## src/rtl/core/bda_pkg.sv

```systemverilog
`timescale 1ns / 1ps

package bda_pkg;

   // Field widths
   localparam int VALUE_W = 31;
   localparam int DIGIT_W = 6;
   localparam int BCD_W   = 4;

   // Default and upper bound of the digit count
   localparam int DEF_MAX_DIGITS = 10;

   // ASCII code of '0'
   localparam logic [DIGIT_W-1:0] ASCII_ZERO = 6'd48;

   // Divide by ten as multiply by ceil(2^35 / 10), exact for any 32-bit operand
   localparam int RECIP_W     = 32;
   localparam logic [RECIP_W-1:0] RECIP_TEN = 32'hCCCC_CCCD;
   localparam int RECIP_SHIFT = 35;
   localparam int PROD_W      = VALUE_W + RECIP_W;
   localparam int QUOT_W      = PROD_W - RECIP_SHIFT;

   // Controller states
   typedef enum logic [1:0] {
      BDA_IDLE,
      BDA_CONVERT,
      BDA_EMIT
   } bda_state_type;

   // Controller to datapath commands
   typedef struct packed {
      logic load;
      logic convert;
      logic advance;
   } bda_cmd_type;

   // Datapath to controller status
   typedef struct packed {
      logic conv_done;
      logic last_digit;
   } bda_stat_type;

endpackage

```

## src/rtl/core/bda_ctrl.sv

```systemverilog
`timescale 1ns / 1ps

module bda_ctrl (
   input  logic                  clock,
   input  logic                  reset,
   input  logic                  req_valid,
   output logic                  req_ready,
   output logic                  rsp_valid,
   input  logic                  rsp_ready,
   input  bda_pkg::bda_stat_type stat,
   output bda_pkg::bda_cmd_type  cmd
);

   bda_pkg::bda_state_type state_ff;
   bda_pkg::bda_state_type state_in;

   // State register
   always_ff @(posedge clock) begin
      if (reset) begin
         state_ff <= bda_pkg::BDA_IDLE;
      end else begin
         state_ff <= state_in;
      end
   end

   // Next state and commands
   always_comb begin
      state_in    = state_ff;
      req_ready   = 1'b0;
      rsp_valid   = 1'b0;
      cmd.load    = 1'b0;
      cmd.convert = 1'b0;
      cmd.advance = 1'b0;
      unique case (state_ff)
         bda_pkg::BDA_IDLE: begin
            req_ready = 1'b1;
            if (req_valid) begin
               cmd.load = 1'b1;
               state_in = bda_pkg::BDA_CONVERT;
            end
         end
         bda_pkg::BDA_CONVERT: begin
            cmd.convert = 1'b1;
            if (stat.conv_done) begin
               state_in = bda_pkg::BDA_EMIT;
            end
         end
         bda_pkg::BDA_EMIT: begin
            rsp_valid = 1'b1;
            if (rsp_ready) begin
               cmd.advance = 1'b1;
               if (stat.last_digit) begin
                  state_in = bda_pkg::BDA_IDLE;
               end
            end
         end
         default: begin
            state_in = bda_pkg::BDA_IDLE;
         end
      endcase
   end

   // Accepted value always starts a conversion
   a_load_to_convert: assert property (@(posedge clock) disable iff (reset)
      (req_valid && req_ready) |=> (state_ff == bda_pkg::BDA_CONVERT))
      else $error("accepted value did not start conversion");

   // Final divide step hands over to readout
   a_convert_to_emit: assert property (@(posedge clock) disable iff (reset)
      (state_ff == bda_pkg::BDA_CONVERT && stat.conv_done)
      |=> (state_ff == bda_pkg::BDA_EMIT))
      else $error("conversion end did not start readout");

   // Taking the last digit frees the block
   a_last_to_idle: assert property (@(posedge clock) disable iff (reset)
      (rsp_valid && rsp_ready && stat.last_digit) |=> (state_ff == bda_pkg::BDA_IDLE))
      else $error("block busy after last digit");

endmodule

```

## config.mk

```make
export PLATFORM = sky130hd
export DESIGN_NAME = bda_ctrl
export DESIGN_NICKNAME = d
export VERILOG_FILES = /design/src/rtl/core/bda_pkg.sv /design/src/rtl/core/bda_ctrl.sv
export SDC_FILE = /design/constraint.sdc
export NUM_CORES = 1
export LEC_CHECK = 0
export BUFFER_PORTS_ARGS = -buffer_cell sky130_fd_sc_hd__buf_2
export CELL_PAD_IN_SITES_DETAIL_PLACEMENT = 1
export CELL_PAD_IN_SITES_GLOBAL_PLACEMENT = 1
export CORE_AREA = 2 2 39 41
export CTS_CLUSTER_DIAMETER = 120
export DETAILED_ROUTE_END_ITERATION = 8
export DIE_AREA = 0 0 41 43
export GPL_ROUTABILITY_DRIVEN = 0
export PLACE_DENSITY = 0.38
export SLEW_MARGIN = 20
export SYNTH_ARGS = -nofsm -noshare
export SYNTH_HDL_FRONTEND = slang
export SYNTH_SLANG_ARGS = --single-unit
```

## constraint.sdc

```tcl
create_clock -name clock -period 1.9 [get_ports clock]
set_clock_uncertainty 0.1 [all_clocks]
set_input_delay 0.57 -clock clock [delete_from_list [all_inputs] [get_ports clock]]
set_output_delay 0.57 -clock clock [all_outputs]
set_load 0.005 [all_outputs]
```

== Word-level counts from Yosys, hierarchy flattened ==
Index checks and enable logic that the tools add are counted.

* Register bits: 2
* Bits of input ports: 6
* Output and inout bits: 5

* Eq/ne operators: 6
* Mux-type cells: 12
* Reductions and logical operators: 2

{| class="wikitable"
|+ Operators by type and width
! cell !! number
|-
| 2-bit 2-to-1 mux || 4
|-
| 2-bit != test (second input constant) || 4
|-
| 1-bit 2-to-1 mux || 7
|-
| 2-bit case mux with 3 select lines || 1
|-
| 4-bit AND reduction || 1
|-
| 2-bit by 1-bit == test with 1-bit output (second input constant) || 1
|-
| 2-bit == test (second input constant) || 1
|-
| 2-bit logical NOT || 1
|}

== Longest topological paths before layout ==
Gate-level depths: netlist of the first run.

* Depth in word-level cells: 3
* Mapped depth: 3

== Worst setup path after synthesis of the first run ==
No wires, ideal clock.

* Path kind: flip-flop to output port
* Start: register state_ff[0]
* End: output cmd[0] (netlist bit)
* Arrival: 718 ps
* Data required time: 1230 ps
* Slack: 512 ps
* Cell stages (with the launch flop): 3
* Buffers on the path: 0
* Path through: dfxtp_1 and2b_1 and2_1

{| class="wikitable"
|+ RTL lines
! item !! RTL line !! RTL
|-
| start: declaration || bda_ctrl.sv:14 || <nowiki>bda_pkg::bda_state_type state_ff;</nowiki>
|-
| start signal: assignment || bda_ctrl.sv:20 || <nowiki>state_ff <= bda_pkg::BDA_IDLE;</nowiki>
|-
| start signal: assignment || bda_ctrl.sv:22 || <nowiki>state_ff <= state_in;</nowiki>
|-
| end: declaration || bda_ctrl.sv:11 || <nowiki>output bda_pkg::bda_cmd_type cmd</nowiki>
|}

==> results.cfg, run 1 <==
[synthesis]
synth_top_family_by_area = simple AND/OR/NAND/NOR gates
synthAdderAreaFrac = 0
synthMuxAreaShare = 0
yosysSeqAreaShare = 0.400
syn_inst = 12
synth_nets = 18
syn_area_per_cell_um2 = 8.34
ys_types = 7
synth-seq-cells = 2
synth-simple-area-share = 0.425
synthXorXnorAreaFrac = 0
yosysWarnings = 0
mappedNetlistArea_um2 = 100
synth_compound_area_frac = 0.175

[power]
p_leak_uw = 0.000100
power.internal_uw = 131
pwr-share-seq = 0.289
switchingPower_uw = 37.5
powerDensity_nw_per_um2 = 873
comb_power_share = 0.165
switching_share = 0.223
vdd_drop_max_mv = 0.293
power_frac_clock = 0.546

[clock_tree]
clockBufferDepth = 2
clk_latency_ns = 0.22
cts_root_buf = clkbuf_4
ctsHtreeMaxLevel = 1
tritoncts = yes
post_cts_resized = 0
cts_made_buffers = 3
clkTransAtPathRegs_ns = 0.03
ctsHoldBuffers = 0
cts_sinks = 2
post_cts_buffers = 0

[setup_path]
cp-startpoint = state_ff[0]$_SDFFE_PP0P_
cp-endpoint = cmd[0]
critPathCaptureType = primary output
r2r_cells = 3
r2r-end = state_ff[1]$_SDFFE_PP0P_
crit_path_top_delay_cell = dfxtp_1
start_kind = register
path_cells = and2b_1 -> and2_1 -> buf_2
cp.arrival_ns = 1.08
worstPathMaxFanout = 5
setup.worst_path.class = register to primary output
cp.required_ns = 1.23
reg2reg_from = state_ff[1]$_SDFFE_PP0P_
r2r_slack_ns = 0.89
slowest_delay_ns = 0.36

[finish]
final_cell_mix = 10 x buf_2, 3 x nor2_1, 3 x clkbuf_4
mostFrequentLayoutCell = buf_2
areaGrowthSynthToFinish_pct = 92.5
antenna_cells = 0
regMostFlops = state_ff
largest_register_ffs = 2
nets = 33
top_regs = state_ff: 2 flops
filler_cell_count = 171
final_layout_size_suffix_gt1_frac = 0.520

[global_routing]
grt_pass1_vias = 119
overflow = 0
grt_usage = 0.0461
antenna_found_initial = 0
grt_start_max_net_pins = 6
grt_pass1_wl_um = 496

[sta]
setup_viol = 0
worst_pin_slew_ns = 0.311
holdWs_ns = 0.369
max_slew_margin = 0.792
hold_viol = 0
slew_violations = 0
rsz0062_at_grt = no
fmax_mhz = 573
finalCritPeriodShare = 0.919
tns_ns = 0
layout_min_cycle_time_ns = 1.75

[flow_run]
drv_cap = 0

[drt]
vias_per_cell = 3.22
vias = 132
ant_nets = 0
wire_per_inst_um = 8.29
routed_wl_um = 340
first_pass_iters = 1
route.detailed.drc = 0
drt_iter0_markers = 0

[run_status]
run_status = complete, no violations

[floorplanning]
core-area_um2 = 1380
ioPinCount = 11
die_x_um = 41
fp-row-count = 14
initial_core_util = 0.0723
die_h_um = 43
die_area_um2 = 1760

[place]
port_buffers = 10

[hold_path]
holdCritPathClass = register to register
[power by group through the flow]
stage / sequential (uW) / clock [uW] / combinational, uW
final: 48.7 / 91.8 / 27.7
after global routing: 49.3 / 99.8 / 31.3
after CTS: 48.6 / 99.7 / 28.5
after detailed placement: 49.1 / 0 / 28.5
after global placement: 48.9 / 0 / 27.4
after floorplan: 48.5 / 0 / 12.4
[worst max-delay path: cells and delay by family (launching register included)]
family | cells | cell delay [ns]
and+or+nand+nor | 2 | 0.37
DFF | 1 | 0.36
buffers and inverters | 1 | 0.12
[synth_stat cells]
cell type / n / share of area
a22oi_1: 1 / 0.075
dfxtp_1: 2 / 0.40
nor2_1: 3 / 0.11
and2_1: 2 / 0.12
and2b_1: 2 / 0.15
nand2_1: 1 / 0.037
a2111oi_1: 1 / 0.10
[cells by family (layout without fill, tap and decap cells)]
kind of cell / Yosys count / count (layout)
AND/OR/NAND/NOR: 8 / 8
buffers and inverters: 0 / 13
flip-flops: 2 / 2
AO/OA/AOI/OAI: 2 / 2
[worst min path at each step]
stage | startpoint | end | slack [ns] | cells after the start
floorplan | state_ff[1]$_SDFFE_PP0P_ | state_ff[0]$_SDFFE_PP0P_ | 0.33 | 1
global placement | state_ff[1]$_SDFFE_PP0P_ | state_ff[0]$_SDFFE_PP0P_ | 0.35 | 1
detailed placement | state_ff[1]$_SDFFE_PP0P_ | state_ff[0]$_SDFFE_PP0P_ | 0.36 | 1
CTS | state_ff[1]$_SDFFE_PP0P_ | state_ff[0]$_SDFFE_PP0P_ | 0.36 | 1
global route | state_ff[1]$_SDFFE_PP0P_ | state_ff[0]$_SDFFE_PP0P_ | 0.40 | 1
finish | state_ff[1]$_SDFFE_PP0P_ | state_ff[0]$_SDFFE_PP0P_ | 0.37 | 1
[metrics by stage]
step	setup WS [ns]	cell area (um2)	utilization	total power, uW	instances
final	0.154	193	0.139	168	41
after global routing	0.0853	193	0.139	180	41
after CTS	0.130	193	0.139	177	41
after detailed placement	0.298	170	0.123	77.6	38
after global placement	0.302	170	0.123	76.2	38
after floorplan	0.512	100	-	60.9	12
[per-layer routing]
metal	vias up	track usage	part of all wire
met4	0	0.0400	0
met3	0	0.0314	0.16
met1	51	0.0703	0.58
met5	-	0	0
met2	11	0.0375	0.25
li1	70	-	-
[final cells by class]
class,instances,area [um2],area share
timing repair buffer,10,50.0,0.260
multi-input combinational,10,60.1,0.312
tap,16,20.0,0.104
clock buffer,3,22.5,0.117
sequential,2,40.0,0.208
(Power assumes the default switching activity.)
==> inputs of run 2 (changes only) <==
==> constraint.sdc (replaced) <==
create_clock -name clock -period 1.9 [get_ports clock]
set_clock_uncertainty 0.1 [all_clocks]
set_input_delay 0.19 -clock clock [delete_from_list [all_inputs] [get_ports clock]]
set_output_delay 0.19 -clock clock [all_outputs]
set_load 0.005 [all_outputs]
==> results.cfg, run 2 (same netlist as run 1, synthesis figures left out) <==
[clock_tree]
clkTransAtPathRegs_ns = 0.03
ctsHtreeMaxLevel = 1
post_cts_resized = 0
ctsHoldBuffers = 0
clockBufferDepth = 2
cts_made_buffers = 3
cts_sinks = 2
clk_latency_ns = 0.22
post_cts_buffers = 0
tritoncts = yes
cts_root_buf = clkbuf_4

[floorplanning]
core-area_um2 = 1380
fp-row-count = 14
ioPinCount = 11
die_h_um = 43
initial_core_util = 0.0723
die_x_um = 41
die_area_um2 = 1760

[power]
powerDensity_nw_per_um2 = 868
p_leak_uw = 0.000100
p_total_uw = 167
vdd_drop_max_mv = 0.197

[sta]
rsz0062_at_grt = no
hold_viol = 0
tns_ns = 0
worst_pin_slew_ns = 0.290
finalCritPeriodShare = 0.714
setup_ws_ns = 0.543
layout_min_cycle_time_ns = 1.36
max_slew_margin = 0.806
fmax_mhz = 737
setup_viol = 0
slew_violations = 0

[setup_path]
start_kind = register
cp.required_ns = 1.61
r2r_slack_ns = 0.89
r2r-end = state_ff[1]$_SDFFE_PP0P_
r2r_cells = 3
crit_path_top_delay_cell = dfxtp_1
cp.arrival_ns = 1.07
reg2reg_from = state_ff[1]$_SDFFE_PP0P_
critPathCaptureType = primary output
path_cells = and2b_1 -> and2_1 -> buf_2
worst-path-buf-inv = 1
crit_family = flip-flops
setup.worst_path.class = register to primary output
worstPathMaxFanout = 5
slowest_delay_ns = 0.36

[finish]
regMostFlops = state_ff
areaGrowthSynthToFinish_pct = 92.5
top_regs = state_ff: 2 flops
final_layout_size_suffix_gt1_frac = 0.520
filler_cell_count = 168
final_cell_mix = 10 x buf_2, 3 x nor2_1, 3 x clkbuf_4
nets = 33
largest_register_ffs = 2
antenna_cells = 0
mostFrequentLayoutCell = buf_2

[drt]
vias = 128
drt_iter0_markers = 3
route.detailed.drc = 0
vias_per_cell = 3.12
ant_nets = 0
routed_wl_um = 335
wire_per_inst_um = 8.17
first_pass_iters = 2

[hold_path]
min_from = reset
hold_end = state_ff[1]$_SDFFE_PP0P_
holdCritPathClass = input port to register
min_path_cells = 2

[global_routing]
grt_pass1_wl_um = 510
antenna_found_initial = 0
overflow = 0
grt_pass1_vias = 139
grt_start_max_net_pins = 6
grt_usage = 0.0491

[place]
place_ws_ns = 0.758
port_buffers = 10

[run_status]
run_status = complete, no violations

[flow_run]
drv_cap = 0
[run 2: cell counts in the layout (fill, tap and decap cells not counted)]
Identical to the previous run, type by type.
[run 2: layer usage]
| layer | global-route usage | share of wire | vias to the layer above |
|---|---|---|---|
| met5 | 0 | 0 | - |
| met4 | 0.0600 | 0 | 0 |
| met3 | 0.0471 | 0.21 | 0 |
| met2 | 0.0438 | 0.27 | 11 |
| met1 | 0.0543 | 0.52 | 50 |
| li1 | - | - | 67 |
[run 2: through the flow]
stage	hold slack (ns)	instances	util	instance area (um2)
2_1_floorplan	0.162	12	-	100
3_3_place_gp	0.272	38	0.123	170
3_5_place_dp	0.273	38	0.123	170
4_1_cts	0.0377	41	0.139	193
5_1_grt	0.0340	41	0.139	193
6_report	0.0455	41	0.139	193
[run 2: area by class of cell]
type	instances	area (um2)	share of cell area
multi-input cells	10	60.1	0.312
flip-flops and latches	2	40.0	0.208
well taps	16	20.0	0.104
repair buffers	10	50.0	0.260
clock buffers	3	22.5	0.117
[run 2: where the power goes]
| group | internal [uW] | total (uW) | switching (uW) |
|---|---|---|---|
| Clock | 69.5 | 91.3 | 21.8 |
| Sequential | 45.6 | 48.7 | 3.11 |
| Combinational | 15.6 | 27.2 | 11.6 |
| Total | 131 | 167 | 36.6 |
[run 2: worst max path at each step]
stage | startpoint | to | slack [ns] | cells past startpoint
4_1_cts | state_ff[0]$_SDFFE_PP0P_ | cmd[0] | 0.52 | 3
3_3_place_gp | state_ff[0]$_SDFFE_PP0P_ | cmd[0] | 0.78 | 3
6_report | state_ff[0]$_SDFFE_PP0P_ | cmd[0] | 0.54 | 3
5_1_grt | state_ff[0]$_SDFFE_PP0P_ | cmd[0] | 0.46 | 3
3_5_place_dp | state_ff[0]$_SDFFE_PP0P_ | cmd[0] | 0.76 | 3
2_1_floorplan | state_ff[0]$_SDFFE_PP0P_ | cmd[0] | 0.89 | 2
==> inputs of run 3 (changes only) <==
- clock period: 1.9 -> 1.39 ns (I/O delays scaled with it)
==> results.cfg, run 3 (same netlist as run 1, synthesis figures left out) <==
[drt]
wire_per_inst_um = 8.38
ant_nets = 0
routed_wl_um = 352
vias_per_cell = 3.14
vias = 132
first_pass_iters = 2
route.detailed.drc = 0
drt_iter0_markers = 4

[clock_tree]
tritoncts = yes
post_cts_buffers = 0
ctsHtreeMaxLevel = 1
cts_sinks = 2
clkTransAtPathRegs_ns = 0.03
clk_latency_ns = 0.22
cts_made_buffers = 3
cts_root_buf = clkbuf_4
clockBufferDepth = 2
post_cts_resized = 0

[power]
vdd_drop_max_mv = 0.240
p_total_uw = 230
p_leak_uw = 0.000104
powerDensity_nw_per_um2 = 1130

[setup_path]
cp.required_ns = 1.15
reg2reg_from = state_ff[1]$_SDFFE_PP0P_
start_kind = register
r2r-end = state_ff[1]$_SDFFE_PP0P_
cp.arrival_ns = 1.06
critPathCaptureType = primary output
r2r_cells = 3
setup.worst_path.class = register to primary output
worstPathMaxFanout = 5
r2r_slack_ns = 0.37

[finish]
mostFrequentLayoutCell = buf_2
regMostFlops = state_ff
filler_cell_count = 174
largest_register_ffs = 2
multi_input_area_um2 = 60.1
antenna_cells = 0
final_layout_size_suffix_gt1_frac = 0.500
top_regs = state_ff: 2 flops
final_cell_mix = 10 x buf_2, 3 x nor2_1, 3 x clkbuf_4
areaGrowthSynthToFinish_pct = 102
register_area_um2 = 40.0
nets = 34

[sta]
tns_ns = 0
slew_violations = 0
hold_viol = 0
layout_min_cycle_time_ns = 1.30
fmax_mhz = 768
max_slew_margin = 0.788
setup_viol = 0
worst_pin_slew_ns = 0.318
rsz0062_at_grt = no
finalCritPeriodShare = 0.936

[floorplanning]
core-area_um2 = 1380
fp-row-count = 14
die_x_um = 41
initial_core_util = 0.0723
die_h_um = 43
ioPinCount = 11
die_area_um2 = 1760

[hold_path]
holdCritPathClass = input port to register
hold_end = state_ff[0]$_SDFFE_PP0P_
min_from = stat[1]
min_path_cells = 2

[flow_run]
drv_cap = 0

[global_routing]
grt_pass1_wl_um = 579
grt_start_max_net_pins = 6
overflow = 0
grt_usage = 0.0561
grt_pass1_vias = 147
antenna_found_initial = 0

[run_status]
run_status = complete, no violations

[place]
port_buffers = 10
run 3: worst max path at each step:
stage	cells past startpoint	endpoint	startpoint	slack, ns
CTS	3	cmd[0]	state_ff[0]$_SDFFE_PP0P_	0.07
floorplan	3	state_ff[1]$_SDFFE_PP0P_	state_ff[1]$_SDFFE_PP0P_	0.43
global placement	3	cmd[0]	state_ff[0]$_SDFFE_PP0P_	0.33
global route	3	cmd[0]	state_ff[0]$_SDFFE_PP0P_	0.01
finish	3	cmd[0]	state_ff[0]$_SDFFE_PP0P_	0.09
detailed placement	3	cmd[0]	state_ff[0]$_SDFFE_PP0P_	0.31
run 3: per-stage QoR:
stage          cell area [um2]  cells  hold slack [ns]  worst slack, ns  utilization
3_5_place_dp               170     38            0.222            0.313        0.123
2_1_floorplan              100     12            0.111            0.429            -
5_1_grt                    203     42           0.0305           0.0106        0.146
4_1_cts                    203     42           0.0235           0.0725        0.146
6_report                   203     42           0.0309           0.0888        0.146
3_3_place_gp               170     38            0.223            0.330        0.123
run 3: repair_timing:
action                                  in CTS  in global routing
endpoints found under the hold margin        1                  0
hold buffers                                 1                  0
endpoints found under the setup margin       0                  0
run 3: metal layers:
metal	wire, um	part of all wire	global-route usage	vias to the layer above
met5	0	0	0	-
met4	0	0	0.0400	0
met3	78	0.22	0.0681	0
met2	99	0.28	0.0500	11
met1	174	0.49	0.0671	51
li1	-	-	-	70
run 3: layout make-up:
type | instances | share of cell area
multi-input cells | 10 | 0.296
flip-flops and latches | 2 | 0.198
clock buffers | 3 | 0.111
repair buffers | 11 | 0.296
well taps | 16 | 0.0988
run 3: where the power goes:
| group | switching [uW] | internal [uW] |
|---|---|---|
| clock | 29.3 | 94.9 |
| combinational | 16.1 | 23.1 |
| sequential | 4.06 | 62.3 |
run 3: critical path, stage by stage, from the launching register on:
cell,delay [ns]
dfxtp_1,0.36
and2b_1,0.22
and2_1,0.15
buf_2,0.12
